### src/rtl/core/lets_pkg.sv
// types and constants for the literal escape termination scanner
`default_nettype none

package lets_pkg;

   typedef enum logic [2:0] {
      PH_START   = 3'd0,
      PH_AFTER_U = 3'd1,
      PH_QUOTE   = 3'd2,
      PH_BODY    = 3'd3,
      PH_BAD     = 3'd4
   } phase_type;

   typedef enum logic [2:0] {
      EM_IDLE      = 3'd0,
      EM_BACKSLASH = 3'd1,
      EM_OCTAL     = 3'd2,
      EM_HEX       = 3'd3,
      EM_UCN       = 3'd4
   } esc_mode_type;

   typedef enum logic [1:0] {
      ST_UNCHECKED = 2'd0,
      ST_CLEAN     = 2'd1,
      ST_VIOLATION = 2'd2
   } status_type;

   localparam logic [1:0] KIND_OCTAL = 2'd0;
   localparam logic [1:0] KIND_HEX   = 2'd1;
   localparam logic [1:0] KIND_UCN   = 2'd2;

   localparam logic [3:0] OCT_MAX_DIGITS = 4'd3;
   localparam logic [3:0] UCN_SHORT_LEN  = 4'd4;
   localparam logic [3:0] UCN_LONG_LEN   = 4'd8;

   localparam int OFFSET_W = 12;

endpackage

`default_nettype wire

### src/rtl/core/literal_escape_termination_scanner.sv
// literal escape termination scanner: byte-serial check of escape termination
// the result is registered: valid in the cycle after the item flagged last is accepted
// throughput: one byte per cycle; a waiting result stalls input only if it is not taken
// the scan state advances once per accepted byte, between the input handshake
// and the result register
// synchronous active-high reset clears the scan state and the result valid flag
`default_nettype none

module literal_escape_termination_scanner #(
   parameter int MAX_BODY_LEN = 4096
) (
   input  wire logic                          clock,
   input  wire logic                          reset,
   input  wire logic                          req_valid,
   output      logic                          req_ready,
   input  wire logic [7:0]                    req_ch,
   input  wire logic                          req_last,
   output      logic                          rsp_valid,
   input  wire logic                          rsp_ready,
   output      logic [1:0]                    rsp_status,
   output      logic [1:0]                    rsp_escape_kind,
   output      logic [lets_pkg::OFFSET_W-1:0] rsp_escape_offset
);
   import lets_pkg::*;

   localparam int PosW = $clog2(MAX_BODY_LEN);
   localparam logic [PosW-1:0] PosMax = PosW'(MAX_BODY_LEN - 1);

   phase_type           phase_ff, phase_in;
   logic [7:0]          quote_ff, quote_in;
   esc_mode_type        mode_ff, mode_in;
   logic [3:0]          digits_ff, digits_in;
   logic [PosW-1:0]     pos_ff, pos_in;
   logic [PosW-1:0]     start_ff, start_in;
   logic                viol_ff, viol_in;
   logic [1:0]          vkind_ff, vkind_in;
   logic [PosW-1:0]     voff_ff, voff_in;

   logic                rsp_valid_ff, rsp_valid_in;
   status_type          status_ff, status_in;
   logic [1:0]          kind_ff, kind_in;
   logic [OFFSET_W-1:0] off_ff, off_in;

   logic                accept;
   logic                is_oct, is_hex, body_go, after_esc;
   logic [PosW+OFFSET_W-1:0] voff_ext;

   assign req_ready = !rsp_valid_ff || rsp_ready;
   assign accept    = req_valid && req_ready;
   assign voff_ext  = {{OFFSET_W{1'b0}}, voff_ff};

   always_comb begin
      is_oct = req_ch inside {["0":"7"]};
      is_hex = req_ch inside {["0":"9"], ["a":"f"], ["A":"F"]};
   end

   always_comb begin
      phase_in  = phase_ff;
      quote_in  = quote_ff;
      mode_in   = mode_ff;
      digits_in = digits_ff;
      pos_in    = pos_ff;
      start_in  = start_ff;
      viol_in   = viol_ff;
      vkind_in  = vkind_ff;
      voff_in   = voff_ff;
      status_in = ST_UNCHECKED;
      body_go   = 1'b0;
      after_esc = 1'b0;

      case (phase_ff)
         PH_START: begin
            if (req_ch == "u") begin
               phase_in = PH_AFTER_U;
            end else if (req_ch == "L" || req_ch == "U") begin
               phase_in = PH_QUOTE;
            end else if (req_ch == "'" || req_ch == "\"") begin
               quote_in = req_ch;
               phase_in = PH_BODY;
            end else begin
               phase_in = PH_BAD;
            end
         end
         PH_AFTER_U: begin
            if (req_ch == "8") begin
               phase_in = PH_QUOTE;
            end else if (req_ch == "'" || req_ch == "\"") begin
               quote_in = req_ch;
               phase_in = PH_BODY;
            end else begin
               phase_in = PH_BAD;
            end
         end
         PH_QUOTE: begin
            if (req_ch == "'" || req_ch == "\"") begin
               quote_in = req_ch;
               phase_in = PH_BODY;
            end else begin
               phase_in = PH_BAD;
            end
         end
         PH_BODY: begin
            if (req_last) begin
               if (req_ch == quote_ff) begin
                  status_in = viol_ff ? ST_VIOLATION : ST_CLEAN;
               end
            end else begin
               body_go = 1'b1;
            end
         end
         default: begin
         end
      endcase

      if (body_go) begin
         if (!viol_ff) begin
            case (mode_ff)
               EM_IDLE: begin
                  if (req_ch == "\\") begin
                     mode_in  = EM_BACKSLASH;
                     start_in = pos_ff;
                  end
               end
               EM_BACKSLASH: begin
                  if (is_oct) begin
                     mode_in   = EM_OCTAL;
                     digits_in = 4'd1;
                  end else if (req_ch == "x") begin
                     mode_in = EM_HEX;
                  end else if (req_ch == "u" || req_ch == "U") begin
                     mode_in   = EM_UCN;
                     digits_in = (req_ch == "u") ? UCN_SHORT_LEN : UCN_LONG_LEN;
                  end else begin
                     mode_in = EM_IDLE;
                  end
               end
               EM_OCTAL: begin
                  if (digits_ff < OCT_MAX_DIGITS && is_oct) begin
                     digits_in = digits_ff + 4'd1;
                  end else begin
                     after_esc = 1'b1;
                  end
               end
               EM_HEX: begin
                  after_esc = !is_hex;
               end
               EM_UCN: begin
                  if (digits_ff != 4'd0) begin
                     digits_in = digits_ff - 4'd1;
                  end else begin
                     after_esc = 1'b1;
                  end
               end
               default: begin
                  mode_in = EM_IDLE;
               end
            endcase

            // a finished escape must be followed by another backslash
            if (after_esc) begin
               if (req_ch == "\\") begin
                  mode_in  = EM_BACKSLASH;
                  start_in = pos_ff;
               end else begin
                  viol_in = 1'b1;
                  case (mode_ff)
                     EM_OCTAL: vkind_in = KIND_OCTAL;
                     EM_HEX:   vkind_in = KIND_HEX;
                     default:  vkind_in = KIND_UCN;
                  endcase
                  voff_in = start_ff;
                  mode_in = EM_IDLE;
               end
            end
         end
         if (pos_ff < PosMax) begin
            pos_in = pos_ff + 1'b1;
         end
      end

      kind_in = (status_in == ST_VIOLATION) ? vkind_ff : KIND_OCTAL;
      off_in  = (status_in == ST_VIOLATION) ? voff_ext[OFFSET_W-1:0] : '0;

      // end of literal: back to the start state
      if (req_last) begin
         phase_in  = PH_START;
         quote_in  = 8'd0;
         mode_in   = EM_IDLE;
         digits_in = 4'd0;
         pos_in    = '0;
         start_in  = '0;
         viol_in   = 1'b0;
         vkind_in  = KIND_OCTAL;
         voff_in   = '0;
      end
   end

   always_comb begin
      rsp_valid_in = rsp_valid_ff;
      if (accept && req_last) begin
         rsp_valid_in = 1'b1;
      end else if (rsp_ready) begin
         rsp_valid_in = 1'b0;
      end
   end

   always_ff @(posedge clock) begin
      if (reset) begin
         phase_ff     <= PH_START;
         quote_ff     <= 8'd0;
         mode_ff      <= EM_IDLE;
         digits_ff    <= 4'd0;
         pos_ff       <= '0;
         start_ff     <= '0;
         viol_ff      <= 1'b0;
         vkind_ff     <= KIND_OCTAL;
         voff_ff      <= '0;
         rsp_valid_ff <= 1'b0;
      end else begin
         rsp_valid_ff <= rsp_valid_in;
         if (accept) begin
            phase_ff  <= phase_in;
            quote_ff  <= quote_in;
            mode_ff   <= mode_in;
            digits_ff <= digits_in;
            pos_ff    <= pos_in;
            start_ff  <= start_in;
            viol_ff   <= viol_in;
            vkind_ff  <= vkind_in;
            voff_ff   <= voff_in;
         end
      end
   end

   always_ff @(posedge clock) begin
      if (accept && req_last) begin
         status_ff <= status_in;
         kind_ff   <= kind_in;
         off_ff    <= off_in;
      end
   end

   assign rsp_valid         = rsp_valid_ff;
   assign rsp_status        = status_ff;
   assign rsp_escape_kind   = kind_ff;
   assign rsp_escape_offset = off_ff;

   a_no_report_fields: assert property (@(posedge clock) disable iff (reset)
      (rsp_valid_ff && status_ff != ST_VIOLATION) |-> (kind_ff == KIND_OCTAL && off_ff == '0))
      else $error("kind or offset set without a violation");

   a_mid_item_silent: assert property (@(posedge clock) disable iff (reset)
      (accept && !req_last && !rsp_valid_ff) |=> !rsp_valid_ff)
      else $error("result raised for an item that is not last");

   a_last_clears: assert property (@(posedge clock) disable iff (reset)
      (accept && req_last) |=> (phase_ff == PH_START && !viol_ff && pos_ff == '0))
      else $error("scan state not cleared after last item");

   a_viol_idle: assert property (@(posedge clock) disable iff (reset)
      viol_ff |-> (mode_ff == EM_IDLE && phase_ff == PH_BODY))
      else $error("escape tracking active after a violation");

endmodule

`default_nettype wire

### config.mk
export PLATFORM = sky130hd
export DESIGN_NAME = literal_escape_termination_scanner
export DESIGN_NICKNAME = d
export VERILOG_FILES = /design/src/rtl/core/lets_pkg.sv /design/src/rtl/core/literal_escape_termination_scanner.sv
export SDC_FILE = /design/constraint.sdc
export NUM_CORES = 1
export LEC_CHECK = 0
export BUFFER_PORTS_ARGS = -buffer_cell sky130_fd_sc_hd__buf_4
export CAP_MARGIN = 20
export CORE_MARGIN = 5
export CORE_UTILIZATION = 58
export CTS_CLUSTER_SIZE = 24
export DETAILED_ROUTE_END_ITERATION = 6
export PLACE_DENSITY = 0.78
export SLEW_MARGIN = 20
export SYNTH_ARGS = -nofsm -noshare
export SYNTH_HDL_FRONTEND = slang
export SYNTH_SLANG_ARGS = --single-unit
### constraint.sdc
create_clock -name clock -period 2.7 [get_ports clock]
set_input_delay 0.405 -clock clock [delete_from_list [all_inputs] [get_ports clock]]
set_output_delay 0.405 -clock clock [all_outputs]
set_load 0.1 [all_outputs]
==> results by group <==
Outcome
  • Outcome: finished clean

Critical path
  • Critical Path Fanout Max: 12
  • CP Capture Type: flop
  • WP data arrival: 2.57 ns
  • Setup CP Type: flop to flop
  • Required @ worst endpoint: 2.94 ns
  • Startpoint Class: flop

Final layout
  • Post-route cell area: 3940 sq um
  • Synthesis-to-layout area growth: 13.8%
  • Antenna Cells: 0
  • Commonest non-fill, non-tap cell in the layout: dfxtp_1
  • Share of cells above drive strength 1: 0.165
  • Fin nets: 394
  • Finished Core Util: 0.674
  • Fillers: 481
  • Most frequent cells in the layout: dfxtp_1, buf_4, nor2_1

Die
  • Die width: 87.3 um
  • Starting density of the core: 0.592
  • Die area: 7620 sq um
  • Core ar.: 5850 sq um
  • Die height: 87.3 um
  • # IOs: 31
  • Row Count: 28

CTS
  • CTS Root Cell: clkbuf_8
  • H-tree depth: 3
  • Total CTS buffers: 9
  • Setup Fix Bufs, Post-CTS: 0
  • Register clock-pin slew on the reported worst setup and hold paths: 0.08 ns
  • CTS tree: built
  • Sink Count: 74
  • Post-CTS Resized: 0
  • CTS max path bufs: 2
  • # hold bufs at CTS: 0
  • Clk_lat worst skew: 0.34 ns

Logic synthesis
  • Async set-or-reset flop fraction in the synthesized netlist: 0
  • Largest family of logic cells by synthesized area: simple AND/OR/NAND/NOR gates
  • Predominant post-synthesis flop cell: dfxtp_1
  • Syn Inst Count: 348
  • Compound-Gate Fraction of Synth Area: 0.170
  • Syn avg cell area: 9.96 sq um
  • #FFs+latches synth: 74
  • Yosys Warn Count: 0
  • Adder-cell share of the synthesized area: 0.0166
  • Number of synthesized flops with an enable pin: 16
  • Post-Synth Simple-Gate Area: 0.227
  • Multiplexer area fraction after synthesis: 0.0173
  • Synthesized area: 3470 sq um
  • Syn Nets: 365
  • Xor-xnor portion of the synthesized cell area: 0.0581
  • Register area share after synthesis: 0.474
  • Cell variety after synth: 62

GRT
  • Vias in the first global route: 2452
  • Antenna violations before repair: 0
  • Pin count of the biggest net entering global routing: 17
  • Tot GR Track Use: 0.186
  • First-pass GRT wire length: 11.3 mm
  • Gr busiest metal: met2
  • M1 GR Usage: 0.266
  • Grt met2 use: 0.273
  • Met3 usage: 0.0360
  • GRT overflow: 0

Power and ir drop
  • PwrDens: 572 nW/um^2
  • Leakage: 1.51 nW
  • Power consumption: 2.26 mW
  • Worst vdd ir: 0.000422 V

Route
  • Via count: 2648
  • Vias/cell: 5.79
  • Drt initial violations: 166
  • Antenna viol nets, final: 0
  • Drt pass-1 iters: 4
  • Routed len/inst: 14.4 um
  • DRC: 0
  • Detailed Route WL: 6.60 mm

Placement
  • Dpl hpwl: 4.85 mm
  • Post-DP Area: 3740 sq um
  • Final RePlAce weighted congestion: 0.936
  • I/O Buffers: 30

STA
  • # setup viols final: 0
  • Final Skew: 0.0101 ns
  • Peak Freq: 429 MHz
  • Tmin final: 2.33 ns
  • Post-route clock period utilization: 0.863
  • Final TNS setup: 0 ns
  • Slew margin rel.: 0.634
  • RSZ-0062 raised after global routing: no
  • Final count of hold timing violations: 0
  • Worst-margin pin slew: 0.544 ns
  • Final slew viol count: 0
  • Hold_ws: 0.328 ns

Min path
  • Hold Crit Class: input port to flop

Job
  • # Max-Cap Violations: 0
## synth_stat cells (all sizes together), types with 3 or more instances
| cell type | instances | area (sq um) |
|---|---|---|
| nand3 | 11 | 55.1 |
| nand4 | 8 | 50.1 |
| a211oi | 4 | 30.0 |
| dfxtp | 58 | 1160 |
| a21oi | 12 | 60.1 |
| nor2b | 5 | 38.8 |
| and2 | 23 | 144 |
| buf | 12 | 73.8 |
| and4 | 5 | 43.8 |
| nor4b | 4 | 41.3 |
| clkbuf | 5 | 18.8 |
| nor3 | 4 | 25.0 |
| nand2b | 5 | 31.3 |
| nand2 | 25 | 93.8 |
| nor2 | 28 | 105 |
| nor4 | 6 | 37.5 |
| mux2i | 6 | 60.1 |
| inv | 10 | 37.5 |
| xnor2 | 7 | 61.3 |
| edfxtp | 16 | 480 |
| a21o | 3 | 22.5 |
| a22o | 25 | 219 |
| o21ai | 11 | 70.1 |
| xor2 | 16 | 140 |
| ha | 3 | 37.5 |
## power breakdown
group          internal, mW  switching [mW]  leakage [nW]
registers              1.14         0.00592         0.610
logic                0.0562           0.164         0.798
clock network         0.443           0.447         0.102
total                  1.64           0.617          1.51
## per-layer routing
layer / share of wire / wire [um]
met5: 0 / 0
met4: 0.014 / 93
met3: 0.061 / 402
met2: 0.44 / 2930
met1: 0.48 / 3180
## cells by family after synthesis
kind of cell / after synthesis
adders and majority gates: 4
AOI/OAI and AO/OA: 75
xor gates and xnor gates: 23
muxes: 6
and+or+nand+nor: 139
DFF: 74
buffers and inverters: 27
## sequential cells by signal, summed over array words and instances (netlist names)
signal / count
vkind_ff: 2
rsp_escape_offset: 12
quote_ff: 8
voff_ff: 12
start_ff: 12
pos_ff: 12
digits_ff: 4
mode_ff: 3
viol_ff: 1
rsp_status: 2
rsp_valid: 1
rsp_escape_kind: 2
phase_ff: 3
## per-stage QoR
step	instances	setup WS [ns]
finish	457	0.370
global route	457	0.166
CTS	457	0.423
detailed placement	441	0.455
global placement	441	0.523
floorplan	348	0.188
## cell type report
cell class                 instances  area (sq um)  share of cell area
multi-input combinational        247          1700               0.431
sequential                        74          1640               0.417
timing repair buffer              35           263              0.0666
clock buffer                       9           124              0.0314
tap                               75          93.8              0.0238
clock inverter                     7          81.3              0.0206
inverter                          10          37.5             0.00952
## path summary, 6_finish.rpt
path,from,endpoint,slack [ns],depth (start not counted)
worst max-delay path,mode_ff[0]$_SDFFE_PP0P_,digits_ff[0]$_SDFFE_PP0P_,0.37,5
worst min-delay path,reset,rsp_valid$_SDFFE_PP0P_,0.33,2
worst max register to register,mode_ff[0]$_SDFFE_PP0P_,digits_ff[0]$_SDFFE_PP0P_,0.37,5
worst min register to register,quote_ff[2]$_SDFFE_PP0P_,quote_ff[2]$_SDFFE_PP0P_,0.47,2
## worst max-delay path, cell delays in order, from the launching register on
cell	delay (ns)
dfxtp_1	0.60
nor3b_1	0.49
o21ai_0	0.27
a2111oi_4	0.54
nor2_1	0.11
a32o_1	0.22
No activity file was read; power rests on OpenSTA's default activity.
